===== config.mk =====
export PLATFORM = sky130hd
export DESIGN_NAME = sorted_list_table
export DESIGN_NICKNAME = d
export VERILOG_FILES = /design/src/hdl/slt_pkg.sv /design/src/hdl/slt_cell.sv /design/src/hdl/sorted_list_table.sv
export SDC_FILE = /design/constraint.sdc
export NUM_CORES = 2
export LEC_CHECK = 0
export ABC_AREA = 1
export BUFFER_PORTS_ARGS = -buffer_cell sky130_fd_sc_hd__buf_2
export CAP_MARGIN = 20
export CORE_ASPECT_RATIO = 0.6
export CORE_MARGIN = 2
export CORE_UTILIZATION = 40
export DETAILED_ROUTE_END_ITERATION = 10
export PLACE_DENSITY = 0.55
export RECOVER_POWER = 50
export SETUP_SLACK_MARGIN = 0.05
export SLEW_MARGIN = 0
export SYNTH_ARGS = -nofsm -noshare
export SYNTH_HDL_FRONTEND = slang
export SYNTH_SLANG_ARGS = --single-unit

===== constraint.sdc =====
create_clock -name i_clk -period 6.3 [get_ports i_clk]
set_input_delay 0.945 -clock i_clk [delete_from_list [all_inputs] [get_ports i_clk]]
set_output_delay 0.945 -clock i_clk [all_outputs]
set_load 0.1 [all_outputs]

===== src/hdl/slt_pkg.sv =====
`timescale 1ns / 1ps
`default_nettype none
// ----------------------------------------------------------------------------
// Sorted list table package
// Shared request and status codes, and the per-cell control bundle.
// ----------------------------------------------------------------------------
package slt_pkg;

    localparam int unsigned DATA_W   = 32;
    localparam int unsigned INDEX_W  = 4;
    localparam int unsigned COUNT_W  = 5;
    localparam int unsigned REQ_W    = 2;
    localparam int unsigned STATUS_W = 2;

    typedef enum logic [REQ_W-1:0] {
        REQ_INSERT = 2'd0,
        REQ_READ   = 2'd1,
        REQ_REMOVE = 2'd2,
        REQ_CLEAR  = 2'd3
    } t_req;

    typedef enum logic [STATUS_W-1:0] {
        ST_OK    = 2'd0,
        ST_RANGE = 2'd1,
        ST_FULL  = 2'd2
    } t_status;

    // Control handed from the table controller to every cell
    typedef struct packed {
        logic insert;       // load the new value or take the left neighbour
        logic remove_shift; // take the right neighbour
        logic occupied;     // this cell lies below the entry count
    } t_cell_ctrl;

endpackage : slt_pkg
`default_nettype wire


===== src/hdl/slt_cell.sv =====
`timescale 1ns / 1ps
`default_nettype none
// ----------------------------------------------------------------------------
// Sorted list table cell
// One table entry with its own compare against the value being inserted.
// ----------------------------------------------------------------------------
module slt_cell (
    input  wire logic                          i_clk,
    input  wire slt_pkg::t_cell_ctrl           i_ctrl,
    input  wire logic signed [31:0]            i_value,
    input  wire logic signed [31:0]            i_left_data,
    input  wire logic                          i_left_ge,
    input  wire logic signed [31:0]            i_right_data,
    output logic signed [31:0]                 o_data,
    output logic                               o_ge
);
    import slt_pkg::*;

    logic signed [DATA_W-1:0] r_data;
    logic signed [DATA_W-1:0] n_data;

    // An empty cell counts as greater, so the flag stays monotone along the row
    assign o_ge   = !i_ctrl.occupied || (r_data >= i_value);
    assign o_data = r_data;

    always_comb begin
        n_data = r_data;
        if (i_ctrl.insert) begin
            if (i_left_ge) begin
                n_data = i_left_data;
            end else if (o_ge) begin
                n_data = i_value;
            end
        end else if (i_ctrl.remove_shift) begin
            n_data = i_right_data;
        end
    end

    always_ff @(posedge i_clk) begin
        r_data <= n_data;
    end

endmodule : slt_cell
`default_nettype wire


===== src/hdl/sorted_list_table.sv =====
`timescale 1ns / 1ps
`default_nettype none
// ----------------------------------------------------------------------------
// Sorted list table
// Bounded table of signed values kept in ascending order, built as a row of
// entry cells that compare and shift in parallel.
// ----------------------------------------------------------------------------
//  channel   direction  handshake                  payload
//  request   in         i_in_valid / o_in_ready    i_req_type, i_value, i_index
//  response  out        o_out_valid / i_out_ready  o_read_value, o_status, o_count
//
//  The cell row updates at the edge that accepts a request, and the response
//  is loaded into the output register at that same edge.
//  One request per cycle is sustained while responses are taken; the output
//  register stalls the request side only while a response waits.
//  Reset clears the entry count; cell contents are left as they are.
// ----------------------------------------------------------------------------
module sorted_list_table #(
    parameter int unsigned CAPACITY = 16
) (
    input  wire logic                i_clk,
    input  wire logic                i_rst_n,
    input  wire logic                i_in_valid,
    output logic                     o_in_ready,
    input  wire logic [1:0]          i_req_type,
    input  wire logic signed [31:0]  i_value,
    input  wire logic [3:0]          i_index,
    output logic                     o_out_valid,
    input  wire logic                i_out_ready,
    output logic signed [31:0]       o_read_value,
    output logic [1:0]               o_status,
    output logic [4:0]               o_count
);
    import slt_pkg::*;

    // Count must hold CAPACITY itself
    localparam int unsigned CW = $clog2(CAPACITY + 1);
    // Width wide enough for both the request index and the count
    localparam int unsigned IW = (CW > INDEX_W) ? CW : INDEX_W;

    logic [CW-1:0]            r_count;
    logic [CW-1:0]            n_count;
    logic                     r_out_valid;
    logic signed [DATA_W-1:0] r_read_value;
    logic signed [DATA_W-1:0] n_read_value;
    t_status                  r_status;
    t_status                  n_status;

    logic                     accept;
    t_req                     req;
    logic                     full;
    logic                     in_range;
    logic                     do_insert;
    logic                     do_remove;

    t_cell_ctrl               cell_ctrl  [CAPACITY];
    logic signed [DATA_W-1:0] cell_data  [CAPACITY];
    logic                     cell_ge    [CAPACITY];
    logic signed [DATA_W-1:0] read_terms [CAPACITY];

    // Accept whenever the response register is free or draining this cycle
    assign o_in_ready = !r_out_valid || i_out_ready;
    assign accept     = i_in_valid && o_in_ready;
    assign req        = t_req'(i_req_type);

    assign full      = (r_count == CW'(CAPACITY));
    assign in_range  = (IW'(i_index) < IW'(r_count));
    assign do_insert = accept && (req == REQ_INSERT) && !full;
    assign do_remove = accept && (req == REQ_REMOVE) && in_range;

    // Cell row: each cell takes its left neighbour on insert and its right
    // neighbour on remove; compare flags ripple left to right one hop only.
    for (genvar g = 0; g < CAPACITY; g++) begin : g_cell
        assign cell_ctrl[g].insert       = do_insert;
        assign cell_ctrl[g].remove_shift = do_remove && (IW'(g) >= IW'(i_index));
        assign cell_ctrl[g].occupied     = (CW'(g) < r_count);

        slt_cell u_cell (
            .i_clk        (i_clk),
            .i_ctrl       (cell_ctrl[g]),
            .i_value      (i_value),
            .i_left_data  ((g == 0) ? i_value : cell_data[(g == 0) ? 0 : g - 1]),
            .i_left_ge    ((g == 0) ? 1'b0 : cell_ge[(g == 0) ? 0 : g - 1]),
            .i_right_data ((g == CAPACITY - 1) ? cell_data[g]
                                               : cell_data[(g == CAPACITY - 1) ? g : g + 1]),
            .o_data       (cell_data[g]),
            .o_ge         (cell_ge[g])
        );

        // Read tap: each cell drives its value only when addressed
        assign read_terms[g] = (IW'(g) == IW'(i_index)) ? cell_data[g] : '0;
    end

    // Work out the response and the new count
    always_comb begin
        n_count      = r_count;
        n_status     = ST_OK;
        n_read_value = '0;
        case (req)
            REQ_INSERT: begin
                if (full) begin
                    n_status = ST_FULL;
                end else begin
                    n_count = r_count + 1'b1;
                end
            end
            REQ_READ: begin
                if (in_range) begin
                    for (int k = 0; k < CAPACITY; k++) begin
                        n_read_value = n_read_value | read_terms[k];
                    end
                end else begin
                    n_status = ST_RANGE;
                end
            end
            REQ_REMOVE: begin
                if (in_range) begin
                    n_count = r_count - 1'b1;
                end else begin
                    n_status = ST_RANGE;
                end
            end
            REQ_CLEAR: begin
                n_count = '0;
            end
            default: begin
                n_count = r_count;
            end
        endcase
    end

    // Hold the count and the response register; advance on accept
    always_ff @(posedge i_clk) begin
        if (!i_rst_n) begin
            r_count     <= '0;
            r_out_valid <= 1'b0;
        end else begin
            if (accept) begin
                r_count     <= n_count;
                r_out_valid <= 1'b1;
            end else if (i_out_ready) begin
                r_out_valid <= 1'b0;
            end
        end
    end

    always_ff @(posedge i_clk) begin
        if (accept) begin
            r_read_value <= n_read_value;
            r_status     <= n_status;
        end
    end

    assign o_out_valid  = r_out_valid;
    assign o_read_value = r_read_value;
    assign o_status     = r_status;
    assign o_count      = 5'(r_count);

`ifndef ASSERT_OFF
    // Count never passes the table size
    a_count_bound: assert property (@(posedge i_clk) disable iff (!i_rst_n)
        r_count <= CW'(CAPACITY))
        else $error("entry count beyond capacity");

    // A successful insert grows the table by exactly one
    a_insert_grows: assert property (@(posedge i_clk) disable iff (!i_rst_n)
        do_insert |=> (r_count == $past(r_count) + 1'b1))
        else $error("insert did not advance count");

    // A full response reports a full table and no data
    a_full_resp: assert property (@(posedge i_clk) disable iff (!i_rst_n)
        (o_out_valid && (o_status == ST_FULL)) |->
            ((o_count == 5'(CAPACITY)) && (o_read_value == '0)))
        else $error("full response inconsistent");

    // The two smallest entries stay in order
    a_sorted_head: assert property (@(posedge i_clk) disable iff (!i_rst_n)
        (r_count >= CW'(2)) |-> (cell_data[0] <= cell_data[1]))
        else $error("table head out of order");
`endif

endmodule : sorted_list_table
`default_nettype wire


==> out/metrics.csv <==
stage,metric,value,unit
route,dr_wl_met2,82350,µm
timing,fin_crit_sh,0.9114,
clocking,clock-sinks,552,
worst_setup_path,r2r_setup_slack,670,ps
synthesis,syn_area,0.04617,mm²
timing,rsz0062_at_grt,false,
synthesis,ys_ff_latch,552,
power,vdd_drop_max,0.1932,mV
synthesis,synthAdderAreaFrac,0.1417,
worst_setup_path,start_kind,input pin,
worst_setup_path,cp_num_buf_inv,5,
synthesis,synth_top_family_by_area,simple AND/OR/NAND/NOR gates,
placed_design,post-place-cells,7583,
flow_run,maxCapViolations,13,
global_routing,antenna_found_initial,10,
floorplanning,die-area,0.1183,mm²
route,wl_met1,95340,µm
route,drc,0,
synthesis,synthXorXnorAreaFrac,0,
synthesis,seq_area_frac_synth,0.3577,
route,vias_per_cell,6.212,
worst_setup_path,crit_chain,"buf_2, inv_1, buf_4, ha_1, nand2_1, nor2_1, nand4_1, nor2_1, nand2_1, nand3_1, clkbuf_1, nand3_1, clkbuf_1, nand2_1, nand3_1, nand2_1",
timing,tightest_slew,3073,ps
clocking,cts.root.buffer_cell,clkbuf_16,
clocking,htreeDepth,2,
finish,final_common_cell,nand2_1,
finish,layout-drive-gt1-share,0.06388,
synthesis,async_reset_ff_frac,0,
placed_design,dpl.hpwl,164000,µm
worst_setup_path,crit_top_cell,nand2_1,
route,maxUsedRoutingLayer,met5,
outcome,violations,"capacitance limit, slew limit",
clocking,tritoncts,yes,
worst_setup_path,cp_max_fo,33,
power,p_leak,23.84,nW
synthesis,netlist-cell-type-count,48,
placed_design,placed_cell_area,0.04877,mm²
timing,slew_viol_final,569,
clocking,cts_setup_buffers,0,
global_routing,grt_first_pass_wirelength,312700,µm
route,drt_iter0_drc,7654,
worst_setup_path,r2r_start,o_count[1],
global_routing,grt_start_max_net_pins,202,
worst_setup_path,cp_top_family,buffers and inverters,
finish,final_cell_area,0.05087,mm²
floorplanning,rows,96,
timing,max_freq,0.1742,GHz
worst_setup_path,slowest_delay,1590,ps
finish,syn2layout_area_growth,10.18,%
timing,hold_viol,0,
clocking,clk_latency,700,ps
worst_setup_path,rr_endpoint,g_cell[2].u_cell.o_data[25],
floorplanning,num_io_pins,83,
worst_setup_path,reg2reg_depth,12,
synthesis,synth_compound_area_frac,0.09195,
clocking,clockBufferDepth,3,
route,wl,218700,µm
timing,setup_viol,0,
route,wl_per_cell,28.37,µm
synthesis,synthSimpleGateAreaFrac,0.3219,
clocking,postCtsHoldBufs,0,
route,ant_nets,0,
clocking,cts_made_buffers,60,
route,drtPass1Iterations,7,
global_routing,grtUsageTotal,0.3597,
floorplanning,die_w,442.6,µm
synthesis,synth_warnings,0,
outcome,status,finished with violations,
worst_setup_path,critical_path_cell_count,16,
finish,final_cell_mix,"nand2_1, inv_1, edfxtp_1, nand3_1, ha_1",
finish,final_util,0.4449,
placed_design,gp_congestion,1.022,
global_routing,grt-ovfl-total,0,
timing,slew_headroom,-1.049,
worst_setup_path,endpoint,g_cell[7].u_cell.o_data[17],
floorplanning,die_h,267.2,µm
timing,finalSetupTns,0,ps
synthesis,synth-main-ff-cell,edfxtp_1,
floorplanning,start_util,0.4038,
worst_setup_path,cp_data_arrival_time,6280,ps
synthesis,synth.avg_cell_area,7.522,µm²
timing,finalCriticalPeriod,5742,ps
finish,nets,6696,
route,vias,47875,
finish,instances_no_fill,7707,
placed_design,io_buffers,82,
synthesis,synthesis.nets,6703,
clocking,post_cts_resized,0,
synthesis,synth_mux_area_frac,0,
worst_setup_path,slowest_stage,clkbuf_1,
synthesis,syn_inst,6138,
synthesis,synth_edf_count,546,
worst_setup_path,crit_start,i_value[20],
worst_setup_path,crit_path_end_kind,flop,
worst_setup_path,critPathKind,input pin to flop,
worst_hold_path,hp-class,flop to flop,
floorplanning,core-area,0.1144,mm²
clocking,clk_pin_slew_worst_paths,60,ps
route,dr_wl_met3,31380,µm
global_routing,first_global_vias,43261,
worst_setup_path,worstPathRequired,6840,ps
timing,finClkSkew,28.10,ps
power,powerDensity,223.2,mW/mm²
==> sequential cells by signal, summed over array words and instances (netlist names) <==
signal and flops:
o_status 2, o_read_value 32, g_cell.u_cell.o_data 512, o_out_valid 1
o_count 5
==> routing by layer <==
layer	track usage	vias up
met4	0.1332	8
met5	0	-
met3	0.1031	443
met1	0.5415	22707
li1	-	21264
met2	0.4764	3453
==> worst reg2reg max path: stages, from the launching register on <==
cell	delay, ps
dfxtp_1	750
inv_1	480
ha_1	330
nand3_1	100
inv_1	90
nor3_4	100
buf_4	340
inv_8	190
clkbuf_4	1340
a21oi_1	630
inv_1	130
nor2_4	600
buf_12	270
==> worst min path at each step <==
stage | from | cells past startpoint | slack [ps] | to
finish | o_out_valid | 2 | 530 | o_out_valid
global route | o_out_valid | 2 | 540 | o_out_valid
CTS | o_out_valid | 2 | 520 | o_out_valid
detailed placement | o_out_valid | 2 | 510 | o_out_valid
global placement | o_out_valid | 2 | 510 | o_out_valid
floorplan | g_cell[11].u_cell.o_data[0] | 2 | 520 | g_cell[10].u_cell.o_data[0]
==> layout make-up <==
class,instances,area (µm²)
sequential,552,16520
clock buffer,75,1629
clock inverter,39,520.5
inverter,659,2481
tap,1519,1901
fill,11648,63480
antenna,5,12.51
multi-input combinational,4566,25800
timing repair buffer,292,2011
==> power breakdown <==
group	switching [mW]	internal, mW
sequential	0.195	4.25
clock	1.78	2.36
combinational	2.05	0.719
==> cell families (layout without fill, tap and decap cells) <==
group                      count (synthesis)  after routing
AOI/OAI and AO/OA                        683            683
adders and majority gates                523            523
buffers and inverters                   1020           1065
DFF                                      552            552
other                                      0              5
and+or+nand+nor                         3360           3360
==> synthesized netlist by cell type (all sizes together), types with 2 or more instances <==
library cell | instances | area, µm²
clkinv | 3 | 11.26
nand3 | 560 | 2930
and3 | 3 | 18.77
clkbuf | 227 | 852.1
a22o | 2 | 17.52
nand4 | 489 | 3059
o31ai | 2 | 15.01
buf | 134 | 678.2
o221ai | 10 | 87.58
o22ai | 93 | 581.8
nor4 | 14 | 118.9
dfxtp | 6 | 120.1
o21a | 28 | 210.2
nor2 | 269 | 1012
a41oi | 25 | 219.0
a211oi | 20 | 150.1
a21o | 14 | 105.1
a221oi | 55 | 481.7
nand2 | 1993 | 7498
a21oi | 243 | 1239
o211ai | 4 | 30.03
a21boi | 2 | 18.77
a31oi | 10 | 62.56
edfxtp | 546 | 16400
nor3b | 6 | 75.07
o21bai | 36 | 270.3
inv | 656 | 2462
o41ai | 2 | 17.52
o2111ai | 11 | 96.34
nor3 | 22 | 121.4
o21ai | 123 | 615.6
nand3b | 3 | 22.52
a22oi | 3 | 27.52
ha | 523 | 6544
==> metrics by stage <==
| stage | setup slack [ps] | total power [mW] | hold slack (ps) |
|---|---|---|---|
| after floorplan | 235.9 | 6.128 | 520.0 |
| after global placement | 517.9 | 7.122 | 506.7 |
| after detailed placement | 797.4 | 7.157 | 514.3 |
| after CTS | 1523 | 11.22 | 522.9 |
| after global routing | 528.9 | 11.67 | 542.3 |
| final | 558.4 | 11.36 | 533.5 |
No activity file was read; power rests on OpenSTA's default activity.
